==> src/sv/dtp_pkg.sv <==
// ----------------------------------------------------------------------------
// dtp_pkg
// Shared types, constants and character helpers for the duration text parser.
// ----------------------------------------------------------------------------
package dtp_pkg;

  // Width of the internal arithmetic; all sums wrap at this width.
  localparam int VALUE_BITS  = 32;
  // Width of the result field on the output channel.
  localparam int OUT_BITS    = 32;

  // Time constants.
  localparam int MUL_WEEK    = 7;
  localparam int MUL_YEAR    = 365;
  localparam int HOURS_DAY   = 24;
  localparam int SIXTY       = 60;
  localparam int RADIX       = 10;
  localparam int SEC_MIN     = SIXTY;
  localparam int SEC_HOUR    = SIXTY * SIXTY;
  localparam int SEC_DAY     = HOURS_DAY * SEC_HOUR;
  localparam int SEC_WEEK    = MUL_WEEK * SEC_DAY;
  localparam int SEC_YEAR    = MUL_YEAR * SEC_DAY;
  // Wide enough for the largest unit factor (one year in seconds).
  localparam int FACTOR_BITS = $clog2(SEC_YEAR + 1);

  // Character codes.
  localparam logic [7:0] CH_NUL   = 8'h00;
  localparam logic [7:0] CH_SPACE = 8'h20;
  localparam logic [7:0] CH_TAB   = 8'h09;
  localparam logic [7:0] CH_CR    = 8'h0D;
  localparam logic [7:0] CH_PLUS  = 8'h2B;
  localparam logic [7:0] CH_MINUS = 8'h2D;
  localparam logic [7:0] CH_COMMA = 8'h2C;
  localparam logic [7:0] CH_ZERO  = 8'h30;
  localparam logic [7:0] CH_NINE  = 8'h39;
  localparam logic [7:0] CH_LA    = 8'h61;
  localparam logic [7:0] CH_LN    = 8'h6E;
  localparam logic [7:0] CH_LD    = 8'h64;
  localparam logic [7:0] CH_LH    = 8'h68;
  localparam logic [7:0] CH_LM    = 8'h6D;
  localparam logic [7:0] CH_LS    = 8'h73;
  localparam logic [7:0] CH_LW    = 8'h77;
  localparam logic [7:0] CH_LY    = 8'h79;
  localparam logic [7:0] CH_LZ    = 8'h7A;
  localparam logic [7:0] CH_UA    = 8'h41;
  localparam logic [7:0] CH_UZ    = 8'h5A;
  localparam logic [7:0] CASE_BIT = 8'h20;

  // Parser phases.
  typedef enum logic [3:0] {
    PH_LEAD,
    PH_NUM,
    PH_POSTWS,
    PH_WORD,
    PH_SEPWS,
    PH_A,
    PH_AN,
    PH_AND,
    PH_SKIP
  } phase_t;

  // Time units.
  typedef enum logic [2:0] {
    U_NONE,
    U_SEC,
    U_MIN,
    U_HOUR,
    U_DAY,
    U_WEEK,
    U_YEAR
  } unit_t;

  // One parsed byte as seen by the scaling stage.
  typedef struct packed {
    logic                  add;   // a term is complete and must be summed
    logic                  last;  // end of text
    logic                  ok;    // text well formed (meaningful with last)
    unit_t                 unit;
    logic [VALUE_BITS-1:0] term;  // term with its sign applied
  } event_t;

  // One scaled term as seen by the accumulator.
  typedef struct packed {
    logic                  last;
    logic                  ok;
    logic [VALUE_BITS-1:0] value;
  } prod_t;

  function automatic logic is_ws(input logic [7:0] c);
    return (c == CH_SPACE) || (c >= CH_TAB && c <= CH_CR);
  endfunction

  function automatic logic is_digit(input logic [7:0] c);
    return (c >= CH_ZERO) && (c <= CH_NINE);
  endfunction

  function automatic logic is_letter(input logic [7:0] c);
    return (c >= CH_LA && c <= CH_LZ) || (c >= CH_UA && c <= CH_UZ);
  endfunction

  // Folding the case bit only maps upper-case letters onto the unit letters.
  function automatic unit_t unit_of(input logic [7:0] c);
    logic [7:0] lc;
    lc = c | CASE_BIT;
    case (lc)
      CH_LS:   return U_SEC;
      CH_LM:   return U_MIN;
      CH_LH:   return U_HOUR;
      CH_LD:   return U_DAY;
      CH_LW:   return U_WEEK;
      CH_LY:   return U_YEAR;
      default: return U_NONE;
    endcase
  endfunction

  function automatic logic [FACTOR_BITS-1:0] unit_factor(input unit_t u);
    case (u)
      U_SEC:   return FACTOR_BITS'(1);
      U_MIN:   return FACTOR_BITS'(SEC_MIN);
      U_HOUR:  return FACTOR_BITS'(SEC_HOUR);
      U_DAY:   return FACTOR_BITS'(SEC_DAY);
      U_WEEK:  return FACTOR_BITS'(SEC_WEEK);
      U_YEAR:  return FACTOR_BITS'(SEC_YEAR);
      default: return '0;
    endcase
  endfunction

  // Sign-extend or cut the internal value to the output field width.
  function automatic logic signed [OUT_BITS-1:0] to_out(input logic [VALUE_BITS-1:0] v);
    return OUT_BITS'(signed'(v));
  endfunction

endpackage

==> src/sv/dtp_byte_if.sv <==
// ----------------------------------------------------------------------------
// dtp_byte_if
// Valid/ready channel carrying one text byte per transaction.
// ----------------------------------------------------------------------------
interface dtp_byte_if;
  logic       valid;
  logic       ready;
  logic [7:0] text_byte;

  modport source (output valid, output text_byte, input ready);
  modport sink   (input valid, input text_byte, output ready);
endinterface

==> src/sv/dtp_result_if.sv <==
// ----------------------------------------------------------------------------
// dtp_result_if
// Valid/ready channel carrying one parse result per transaction.
// ----------------------------------------------------------------------------
interface dtp_result_if;
  logic               valid;
  logic               ready;
  logic signed [31:0] total_seconds;
  logic               parse_error;

  modport source (output valid, output total_seconds, output parse_error, input ready);
  modport sink   (input valid, input total_seconds, input parse_error, output ready);
endinterface

==> src/sv/dtp_parser.sv <==
// ----------------------------------------------------------------------------
// dtp_parser
// Character state machine: takes one byte per cycle unless back-pressured;
// builds the term value and hands completed terms and end markers to scaling.
// ----------------------------------------------------------------------------
module dtp_parser (
  input  logic            clk,
  input  logic            rst,
  dtp_byte_if.sink        text,
  output dtp_pkg::event_t ev,
  output logic            ev_valid,
  input  logic            ev_ready
);
  import dtp_pkg::*;

  phase_t                phase;
  phase_t                phase_next;
  logic                  negative_term;
  logic                  digits_seen;
  logic [VALUE_BITS-1:0] term_value;
  logic                  error_seen;

  logic [7:0]            c;
  logic                  accept;
  logic                  at_end;
  logic                  c_ws;
  logic                  c_digit;
  logic                  c_letter;
  logic                  c_starts;
  unit_t                 c_unit;
  logic                  c_has_unit;
  logic [VALUE_BITS-1:0] c_val;
  logic                  act_begin;
  logic                  act_digit;
  logic                  act_unit;
  logic                  fin_add;
  logic                  fin_ok;
  logic [VALUE_BITS-1:0] term_digit;
  logic [VALUE_BITS-1:0] term_signed;

  // Byte classification.
  assign c          = text.text_byte;
  assign at_end     = (c == CH_NUL);
  assign c_ws       = is_ws(c);
  assign c_digit    = is_digit(c);
  assign c_letter   = is_letter(c);
  assign c_starts   = c_digit || (c == CH_PLUS) || (c == CH_MINUS);
  assign c_unit     = unit_of(c);
  assign c_has_unit = (c_unit != U_NONE);
  assign c_val      = VALUE_BITS'(c[3:0]);

  // The stage takes a byte whenever its event register is free or draining.
  assign text.ready = !ev_valid || ev_ready;
  assign accept     = text.valid && text.ready;

  // Next phase.
  always_comb begin
    phase_next = phase;
    if (at_end) begin
      phase_next = PH_LEAD;
    end else begin
      case (phase)
        PH_LEAD: begin
          if (!c_ws) phase_next = c_starts ? PH_NUM : PH_SKIP;
        end
        PH_NUM: begin
          if (!c_digit) begin
            if (!digits_seen)    phase_next = PH_SKIP;
            else if (c_ws)       phase_next = PH_POSTWS;
            else if (c_has_unit) phase_next = PH_WORD;
            else                 phase_next = PH_SKIP;
          end
        end
        PH_POSTWS: begin
          if (!c_ws) phase_next = c_has_unit ? PH_WORD : PH_SKIP;
        end
        PH_WORD: begin
          if (!c_letter) begin
            if (c == CH_COMMA || c_ws) phase_next = PH_SEPWS;
            else if (c_starts)         phase_next = PH_NUM;
            else                       phase_next = PH_SKIP;
          end
        end
        PH_SEPWS: begin
          if (!c_ws) begin
            if (c == CH_LA)    phase_next = PH_A;
            else if (c_starts) phase_next = PH_NUM;
            else               phase_next = PH_SKIP;
          end
        end
        PH_A:    phase_next = (c == CH_LN) ? PH_AN : PH_SKIP;
        PH_AN:   phase_next = (c == CH_LD) ? PH_AND : PH_SKIP;
        PH_AND: begin
          if (c_ws)          phase_next = PH_LEAD;
          else if (c_starts) phase_next = PH_NUM;
          else               phase_next = PH_SKIP;
        end
        default: phase_next = PH_SKIP;
      endcase
    end
  end

  // Actions taken on the current byte.
  always_comb begin
    act_begin = 1'b0;
    act_digit = 1'b0;
    act_unit  = 1'b0;
    fin_add   = 1'b0;
    fin_ok    = !error_seen;
    if (at_end) begin
      if ((phase == PH_NUM && digits_seen) || phase == PH_POSTWS) begin
        fin_add = 1'b1;
      end else if (!(phase inside {PH_WORD, PH_SEPWS, PH_AND})) begin
        fin_ok = 1'b0;
      end
    end else begin
      case (phase)
        PH_LEAD:   act_begin = c_starts;
        PH_NUM: begin
          act_digit = c_digit;
          act_unit  = !c_digit && digits_seen && !c_ws && c_has_unit;
        end
        PH_POSTWS: act_unit  = !c_ws && c_has_unit;
        PH_WORD:   act_begin = !c_letter && !(c == CH_COMMA || c_ws) && c_starts;
        PH_SEPWS:  act_begin = !c_ws && (c != CH_LA) && c_starts;
        PH_AND:    act_begin = !c_ws && c_starts;
        default:   act_begin = 1'b0;
      endcase
    end
  end

  // Decimal accumulation: value times ten plus the new digit.
  assign term_digit  = (term_value << 3) + (term_value << 1) + c_val;
  assign term_signed = negative_term ? (VALUE_BITS'(0) - term_value) : term_value;

  // Parser state.
  always_ff @(posedge clk) begin
    if (rst) begin
      phase         <= PH_LEAD;
      negative_term <= 1'b0;
      digits_seen   <= 1'b0;
      term_value    <= '0;
      error_seen    <= 1'b0;
    end else if (accept) begin
      if (at_end) begin
        phase         <= PH_LEAD;
        negative_term <= 1'b0;
        digits_seen   <= 1'b0;
        term_value    <= '0;
        error_seen    <= 1'b0;
      end else begin
        phase      <= phase_next;
        error_seen <= error_seen || (phase_next == PH_SKIP);
        if (act_begin) begin
          negative_term <= (c == CH_MINUS);
          digits_seen   <= c_digit;
          term_value    <= c_digit ? c_val : '0;
        end else if (act_digit) begin
          digits_seen <= 1'b1;
          term_value  <= term_digit;
        end
      end
    end
  end

  // Event register toward the scaling stage.
  always_ff @(posedge clk) begin
    if (rst) begin
      ev_valid <= 1'b0;
    end else if (accept) begin
      ev_valid <= 1'b1;
    end else if (ev_ready) begin
      ev_valid <= 1'b0;
    end
  end

  always_ff @(posedge clk) begin
    if (accept) begin
      ev.add  <= act_unit || fin_add;
      ev.last <= at_end;
      ev.ok   <= fin_ok;
      ev.unit <= fin_add ? U_SEC : c_unit;
      ev.term <= term_signed;
    end
  end

endmodule

==> src/sv/dtp_scale.sv <==
// ----------------------------------------------------------------------------
// dtp_scale
// Multiplies each completed term by its unit factor in seconds and registers
// the product; bytes that neither end a term nor the text are dropped here.
// ----------------------------------------------------------------------------
module dtp_scale (
  input  logic            clk,
  input  logic            rst,
  input  dtp_pkg::event_t ev,
  input  logic            ev_valid,
  output logic            ev_ready,
  output dtp_pkg::prod_t  pr,
  output logic            pr_valid,
  input  logic            pr_ready
);
  import dtp_pkg::*;

  localparam int PROD_BITS = VALUE_BITS + FACTOR_BITS;

  logic                  take;
  logic [PROD_BITS-1:0]  full;

  assign ev_ready = !pr_valid || pr_ready;
  assign take     = ev_valid && ev_ready;

  // Single multiplier; the product wraps at the value width.
  assign full = PROD_BITS'(ev.term) * PROD_BITS'(unit_factor(ev.unit));

  always_ff @(posedge clk) begin
    if (rst) begin
      pr_valid <= 1'b0;
    end else if (take) begin
      pr_valid <= ev.add || ev.last;
    end else if (pr_ready) begin
      pr_valid <= 1'b0;
    end
  end

  always_ff @(posedge clk) begin
    if (take) begin
      pr.last  <= ev.last;
      pr.ok    <= ev.ok;
      pr.value <= ev.add ? full[VALUE_BITS-1:0] : '0;
    end
  end

endmodule

==> src/sv/dtp_accum.sv <==
// ----------------------------------------------------------------------------
// dtp_accum
// Sums scaled terms into the running total and, at end of text, loads the
// output result register.
// ----------------------------------------------------------------------------
module dtp_accum (
  input  logic           clk,
  input  logic           rst,
  input  dtp_pkg::prod_t pr,
  input  logic           pr_valid,
  output logic           pr_ready,
  dtp_result_if.source   result
);
  import dtp_pkg::*;

  logic [VALUE_BITS-1:0] running_total;
  logic [VALUE_BITS-1:0] sum;
  logic                  out_free;
  logic                  consume;

  // Terms always drain; an end marker waits for a free result register.
  assign out_free = !result.valid || result.ready;
  assign pr_ready = !pr.last || out_free;
  assign consume  = pr_valid && pr_ready;
  assign sum      = running_total + pr.value;

  // Running total, cleared at every end of text.
  always_ff @(posedge clk) begin
    if (rst) begin
      running_total <= '0;
    end else if (consume) begin
      running_total <= pr.last ? '0 : sum;
    end
  end

  // Result register.
  always_ff @(posedge clk) begin
    if (rst) begin
      result.valid <= 1'b0;
    end else if (consume && pr.last) begin
      result.valid <= 1'b1;
    end else if (result.ready) begin
      result.valid <= 1'b0;
    end
  end

  always_ff @(posedge clk) begin
    if (consume && pr.last) begin
      result.total_seconds <= pr.ok ? to_out(sum) : '0;
      result.parse_error   <= !pr.ok;
    end
  end

endmodule

==> src/sv/duration_text_parser.sv <==
// ----------------------------------------------------------------------------
// duration_text_parser
// Parses a duration text such as "1h 30m" into total seconds.
// ----------------------------------------------------------------------------
// Usage:
//   The text channel takes one character per transaction; a zero byte ends
//   the text and produces exactly one transaction on the result channel with
//   the total in seconds and an error flag (total is zero on error). Other
//   bytes produce no result.
//   Throughput is one byte per cycle while text ready is high. A byte
//   passes three registers: the parser state and event register, the
//   unit multiplier register and the accumulator with the result
//   register, in that order, before its result shows.
//   The multiplier stage sets the cycle time: one term times one constant.
//   When the receiver stalls, bytes are still taken and summed; only a
//   second end of text waits in the multiplier register. Once it does, the
//   event register takes one more byte and then the text channel holds ready
//   low until the result register is taken.
//   Reset clears the parser to the start of a text, zeroes the running total
//   and empties every stage.
// ----------------------------------------------------------------------------
module duration_text_parser (
  input  logic         clk,
  input  logic         rst,
  dtp_byte_if.sink     text,
  dtp_result_if.source result
);
  import dtp_pkg::*;

  event_t ev;
  logic   ev_valid;
  logic   ev_ready;
  prod_t  pr;
  logic   pr_valid;
  logic   pr_ready;

  dtp_parser u_parser (
    .clk      (clk),
    .rst      (rst),
    .text     (text),
    .ev       (ev),
    .ev_valid (ev_valid),
    .ev_ready (ev_ready)
  );

  dtp_scale u_scale (
    .clk      (clk),
    .rst      (rst),
    .ev       (ev),
    .ev_valid (ev_valid),
    .ev_ready (ev_ready),
    .pr       (pr),
    .pr_valid (pr_valid),
    .pr_ready (pr_ready)
  );

  dtp_accum u_accum (
    .clk      (clk),
    .rst      (rst),
    .pr       (pr),
    .pr_valid (pr_valid),
    .pr_ready (pr_ready),
    .result   (result)
  );

endmodule

==> src/flat_wrapper.sv <==
// flat-port wrapper written by rule: the top's interface ports become plain ports
module duration_text_parser_flat import dtp_pkg::*;
  (clk, rst, text_valid, text_text_byte, text_ready, result_valid, result_total_seconds, result_parse_error, result_ready);
  dtp_byte_if text_i ();
  dtp_result_if result_i ();
  input  logic clk;
  input  logic rst;
  input wire logic [$bits(text_i.valid)-1:0] text_valid;
  input wire logic [$bits(text_i.text_byte)-1:0] text_text_byte;
  output wire logic [$bits(text_i.ready)-1:0] text_ready;
  output wire logic [$bits(result_i.valid)-1:0] result_valid;
  output wire logic [$bits(result_i.total_seconds)-1:0] result_total_seconds;
  output wire logic [$bits(result_i.parse_error)-1:0] result_parse_error;
  input wire logic [$bits(result_i.ready)-1:0] result_ready;
  assign text_i.valid = text_valid;
  assign text_i.text_byte = text_text_byte;
  assign text_ready = text_i.ready;
  assign result_valid = result_i.valid;
  assign result_total_seconds = result_i.total_seconds;
  assign result_parse_error = result_i.parse_error;
  assign result_i.ready = result_ready;
  duration_text_parser u_core (.clk(clk), .rst(rst), .text(text_i), .result(result_i));
endmodule
==> config.mk <==
export PLATFORM = sky130hd
export DESIGN_NAME = duration_text_parser_flat
export DESIGN_NICKNAME = d
export VERILOG_FILES = /design/src/sv/dtp_pkg.sv /design/src/sv/dtp_byte_if.sv /design/src/sv/dtp_result_if.sv /design/src/sv/dtp_parser.sv /design/src/sv/dtp_scale.sv /design/src/sv/dtp_accum.sv /design/src/sv/duration_text_parser.sv /design/src/flat_wrapper.sv
export SDC_FILE = /design/constraint.sdc
export NUM_CORES = 1
export LEC_CHECK = 0
export ABC_AREA = 0
export BUFFER_PORTS_ARGS = -buffer_cell sky130_fd_sc_hd__buf_2
export CORE_AREA = 2 2 246 248
export CTS_BUF_LIST = sky130_fd_sc_hd__clkbuf_8
export CTS_CLUSTER_SIZE = 40
export DETAILED_ROUTE_END_ITERATION = 8
export DIE_AREA = 0 0 248 250
export GPL_ROUTABILITY_DRIVEN = 1
export PLACE_DENSITY = 0.56
export SLEW_MARGIN = 40
export SYNTH_ARGS = -nofsm -noshare
export SYNTH_HDL_FRONTEND = slang
export SYNTH_SLANG_ARGS = --single-unit
==> constraint.sdc <==
create_clock -name clk -period 10.1 [get_ports clk]
set_input_delay 1.515 -clock clk [delete_from_list [all_inputs] [get_ports clk]]
set_output_delay 1.515 -clock clk [all_outputs]
set_load 0.05 [all_outputs]
# Word-level counts from Yosys, hierarchy flattened
# Cells that the tools add are included.
[word_totals]
inputBits = 12
register_bits = 179
wordCells = 160
out_inout_bits = 35
[op_classes]
mul = 1
muxes = 48
reduce_logical = 52
addsub = 4
order_cmp = 8
n_eq_ne = 28
[op_table]
columns = ["op", "n"]
rows = [
  ["$mux 32", 5],
  ["$pmux 25 s6", 1],
  ["$mux 4", 17],
  ["$add 32x32->32", 2],
  ["$eq 7x6->1 const B", 6],
  ["$add 32x4->32", 1],
  ["$eq 8x6->1 const B", 4],
  ["$mul 32x25->32", 1],
  ["$pmux 4 s8", 1],
  ["$sub 1x32->32 const A", 1],
  ["$eq 8x7->1 const B", 3],
  ["$mux 1", 21],
  ["$logic_and 1x1->1", 18],
  ["$pmux 3 s6", 1],
  ["$eq 4x3->1 const B", 4],
  ["$ge 8x7->1 const B", 2],
  ["$le 8x7->1 const B", 2],
  ["$logic_or 1x1->1", 13],
  ["$logic_not 1->1", 10],
  ["$eq 3x3->1 const B", 3],
  ["$reduce_bool 3->1", 3],
  ["$eq 4x2->1 const B", 2],
  ["$ge 8x4->1 const B", 1],
  ["$ge 8x6->1 const B", 1],
  ["other kinds (13)", 18],
]

# Longest topological paths before layout
[logic_depth]
ltp_word = 12
depth_mapped = 30
mapped_depth_nobuf = 27

# Cells and area by module
# A second synthesis with hierarchy kept.
[unflattened]
cells_unflattened = 2590
area_unflattened_um2 = 23979.2
[modules_own_cells]
columns = ["module", "cells_per_inst", "area_per_inst_um2", "n_inst", "seq_area_each_um2"]
rows = [
  ["dtp_scale", 1521, 14102.3, 1, 1041.0],
  ["dtp_parser", 643, 5783.0, 1, 1941.9],
  ["dtp_accum", 426, 4093.9, 1, 1651.6],
]

# Least setup slack after synthesis
# Ideal clock, no wire load.
[synth_timing]
path_type = "flip-flop to flip-flop"
from = "reg u_core.u_parser.ev[33] (netlist name)"
to = "reg u_core.u_scale.pr[31] (netlist name)"
n_path_buf = 4
path_slack_ns = 2.847
period_less_slack_ns = 7.253
t_arrival_ns = 6.999
setup_ns = 0.255
t_required_ns = 9.845
path_stages_with_launch = 30
cell_sequence = "edfxtp_1 -> buf_2 -> nor2b_1 -> clkbuf_1 -> and2_1 -> clkbuf_1 -> a21o_1 -> clkbuf_1 -> and2_1 -> fa_1 -> fa_1 -> inv_1 -> fa_1 -> fa_1 -> inv_1 -> fa_1 -> fa_1 -> inv_1 -> fa_1 -> inv_1 -> ha_1 -> a21o_1 -> a21o_1 -> a21o_1 -> a21oi_1 -> nand4_1 -> o211ai_1 -> o21ai_0 -> xnor2_1 -> and2_1"
[synth_between]
elab_chain_len = 3
word_cells_on_any_way = 8
cone_classes = "mul: 1; eq/ne: 6; mux: 1"
[synth_rtl]
columns = ["item", "line_no", "rtl"]
rows = [
  ["$eq 3x3->1, or another cell as far along", "dtp_pkg.sv:117", "case (u)"],
  ["$pmux 25 s6 (*)", "dtp_pkg.sv:117", ""],
  ["$mul 32x25->32 (*)", "dtp_scale.sv:27", "assign full = PROD_BITS'(ev.term) * PROD_BITS'(unit_factor(ev.unit));"],
]
# Every way passes the cells marked *; elsewhere a longest branch is shown, timed or not.
# A chain may end at the register's enable or synchronous reset.

# Final worst setup path
[layout_timing]
from = "reg u_core.u_parser.ev[33] (netlist name)"
to = "reg u_core.u_scale.pr[30] (netlist name)"
[layout_between]
elab_chain_len = 3
word_cells_on_any_way = 8
cone_classes = "mul: 1; eq/ne: 6; mux: 1"
[layout_rtl]
columns = ["item", "line_no"]
rows = [
  ["$eq 3x3->1, or another cell as far along", "dtp_pkg.sv:117"],
  ["$pmux 25 s6 (*)", "dtp_pkg.sv:117"],
  ["$mul 32x25->32 (*)", "dtp_scale.sv:27"],
]
# Marked as above.

==> impl_metrics.toml <==
[yosys]
ys_top_cells_by_area = "fa_1, ha_1, edfxtp_1"
synth_area_per_cell_um2 = 9.34
seq_area_frac_synth_pct = 19.7
syn_area_um2 = 23500
ys_types = 84
synth_edf_count = 105
syn_inst = 2513
ys.flop_type = "edfxtp_1"
synth.top_cell.area_share_pct = 24.6
yosysWarnings = 0
yosys.area.top_type = "fa_1"
syn_nets = 3086
ys_seq_elements = 179
ys_async_sr_fraction_pct = 0

[drt]
drc_errors = 0
drt-total-wl_um = 57700
vias = 16800
drtPass1Iterations = 5
routedWlPerCell_um = 17.4
ant_nets = 0
dr.first_iter.drc_count = 731
routed_via_density = 5.07

[worst_hold_path]
whs_endpoint = "u_core.u_accum.running_total[0]"
hp-class = "reg2reg"
hold_start = "u_core.u_accum.running_total[0]"
holdPathStages = 2

[setup_path]
critical_path_arrival_ps = 8730
worstSetupEndpointType = "flop"
timing.rr.start = "u_core.u_parser.ev[33]"
critPathRequiredTime_ps = 10410
r2r_cells = 22
critical_path_class = "reg2reg"
rrSetupSlack_ps = 1680
worstSetupStartpointType = "flop"
critPathMaxFanout = 19
regToRegEndpoint = "u_core.u_scale.pr[30]"

[floorplan]
start_util_pct = 39.4
die_area_um2 = 62000
dieHeight_um = 250
rows = 90
die_w_um = 248
boundaryPins = 47
core_area_um2 = 59600

[pwr]
p_total_mw = 1.99
p_per_area_nw_per_um2 = 79.7
leakagePower_nw = 12.4
max-vdd-ir-drop_mv = 0.0806

[clock_tree]
clock_sinks = 179
h-tree-depth = 4
cts_hold_buf = 0
clk_latency_ps = 560
cts_buffers = 17
cts_root_buf = "clkbuf_8"
post_cts_buffers = 0
cts_tree = "yes"
cts.repair.resized = 0
cts_buffer_depth = 2
clkTransAtPathRegs_ps = 100

[placed_design]
hpwl_um = 48000
place_congestion = 0.903
preCtsSetupSlack_ps = 1740
port_buffers = 46
place_inst = 3280

[cells_and_area]
seqCellArea_um2 = 4630
fillers = 5941
post-route-util_pct = 41.9
nets = 3090
syn_to_final_growth_pct = 6.26
fin_cells = 3313
multi_input_area_um2 = 16700
layout-drive-gt1-share_pct = 5.38

[global_routing]
grt_antenna_before_repair = 0
gr-total-overflow = 0
grt_pass1_vias = 18200
grt_pass1_wl_um = 96200
grt.total_usage_pct = 19.7
grt_max_degree = 47

[timing]
slew_viol_final = 0
max_slew_margin_pct = 45.8
hold_viol = 0
finalClockSkew_ps = 16.8
rsz0062_at_grt = "no"
max_clock_freq_mhz = 119
period_share_pct = 83.4
setup_viol = 0
tightestPinTransition_ps = 810
period_needed_ps = 8420
fin_ws_ps = 1680
tns_ps = 0

[outcome]
status = "finished clean"

[run]
cap_violations = 0
stage by stage:
step	area, um2	hold slack (ps)
2_1_floorplan	23500	400
3_3_place_gp	24500	445
3_5_place_dp	24500	463
4_1_cts	24900	479
5_1_grt	24900	502
6_report	24900	475
kinds of logic (layout without fill, tap and decap cells):
family                     Yosys count  in the layout  share of synthesized area [%]
DFF                                179            179                           19.7
buffers and inverters              583            600                           9.38
other                                0              1                              0
AOI/OAI and AO/OA                  376            376                           11.3
adders and majority gates          561            561                           39.1
muxes                                3              3                          0.128
xor gates and xnor gates           143            143                           5.34
and+or+nand+nor                    668            668                           15.0
worst max path at each step:
stage	start	depth (start not counted)	slack [ps]	to
global placement	u_core.u_parser.ev[33]	22	1940	u_core.u_scale.pr[30]
detailed placement	u_core.u_parser.ev[33]	22	1740	u_core.u_scale.pr[30]
global route	u_core.u_parser.ev[33]	22	1220	u_core.u_scale.pr[30]
finish	u_core.u_parser.ev[33]	22	1680	u_core.u_scale.pr[30]
floorplan	u_core.u_parser.ev[33]	29	2850	u_core.u_scale.pr[31]
CTS	u_core.u_parser.ev[33]	22	1720	u_core.u_scale.pr[30]
power by group:
| part | internal [mW] | switching, mW | total (mW) |
|---|---|---|---|
| logic | 0.270 | 0.377 | 0.647 |
| registers | 0.799 | 0.0290 | 0.828 |
| clock network | 0.206 | 0.306 | 0.512 |
synthesized netlist by cell type, types with 34 or more instances:
cell,number
inv_1,503
a21oi_1,84
xnor2_1,114
clkbuf_1,66
and3_1,52
and2_1,159
edfxtp_1,105
nor2_1,115
o21ai_0,59
nand2_1,169
a21o_1,44
a22oi_1,34
fa_1,289
ha_1,272
dfxtp_1,74
registers in the layout, summed over array words and instances, names as in the netlist:
register                             flops
u_core.u_parser.error_seen               1
u_core.u_scale.pr_valid                  1
u_core.u_accum.result.valid              1
u_core.u_parser.phase                    4
u_core.u_accum.result.parse_error        1
u_core.u_parser.negative_term            1
u_core.u_accum.running_total            32
u_core.u_scale.pr                       34
u_core.u_accum.result.total_seconds     32
u_core.u_parser.ev                      38
u_core.u_parser.term_value              32
u_core.u_parser.ev_valid                 1
u_core.u_parser.digits_seen              1
layout by cell type (no fill, tap or decap), types with 20 or more instances in the layout:
master    synthesis  routed
inv_1           503     503
and2_1          159     159
nor3_1           21      20
nand3_1          25      25
xnor2_1         114     114
nor2b_1          30      28
nor2_1          115     113
dfxtp_1          74      74
fa_1            289     289
xor2_1           29      29
a21o_1           44      44
ha_1            272     272
buf_2            10      46
a22oi_1          34      34
a21oi_1          84      83
edfxtp_1        105     105
nand2b_1         24      24
o21ai_0          59      59
nand2_1         169     169
and3_1           52      52
o21a_1           22      22
routing by layer:
| layer | GRT usage (%) | up-vias | wire [um] |
|---|---|---|---|
| met4 | 6.07 | 0 | 1480 |
| met1 | 25.7 | 8241 | 26200 |
| li1 | - | 8191 | - |
| met2 | 33.3 | 294 | 27900 |
| met5 | 0 | - | 0 |
| met3 | 3.05 | 84 | 2150 |
critical path, stage by stage (launching register included):
cell and delay, ps:
edfxtp_1 710, nor2b_2 710, nor2b_2 790, and2_1 300, ha_1 270, fa_1 520
fa_1 490, ha_1 200, fa_1 470, fa_1 550, inv_1 50, fa_1 470
inv_1 40, ha_1 330, a21o_1 230, a2111oi_4 430, nand2_1 100, a21oi_1 220
o31ai_1 180, a311oi_2 530, o21ai_0 190, a41oi_1 280, mux2i_1 100
cell type report:
type	instances	share of cell area [%]
clock inverter	15	0.652
clock buffer	17	0.938
sequential	179	18.6
tap	782	3.92
timing repair buffer	64	1.49
multi-input combinational	1751	66.8
inverter	504	7.58
antenna	1	0.0100
(Power assumes the default switching activity.)
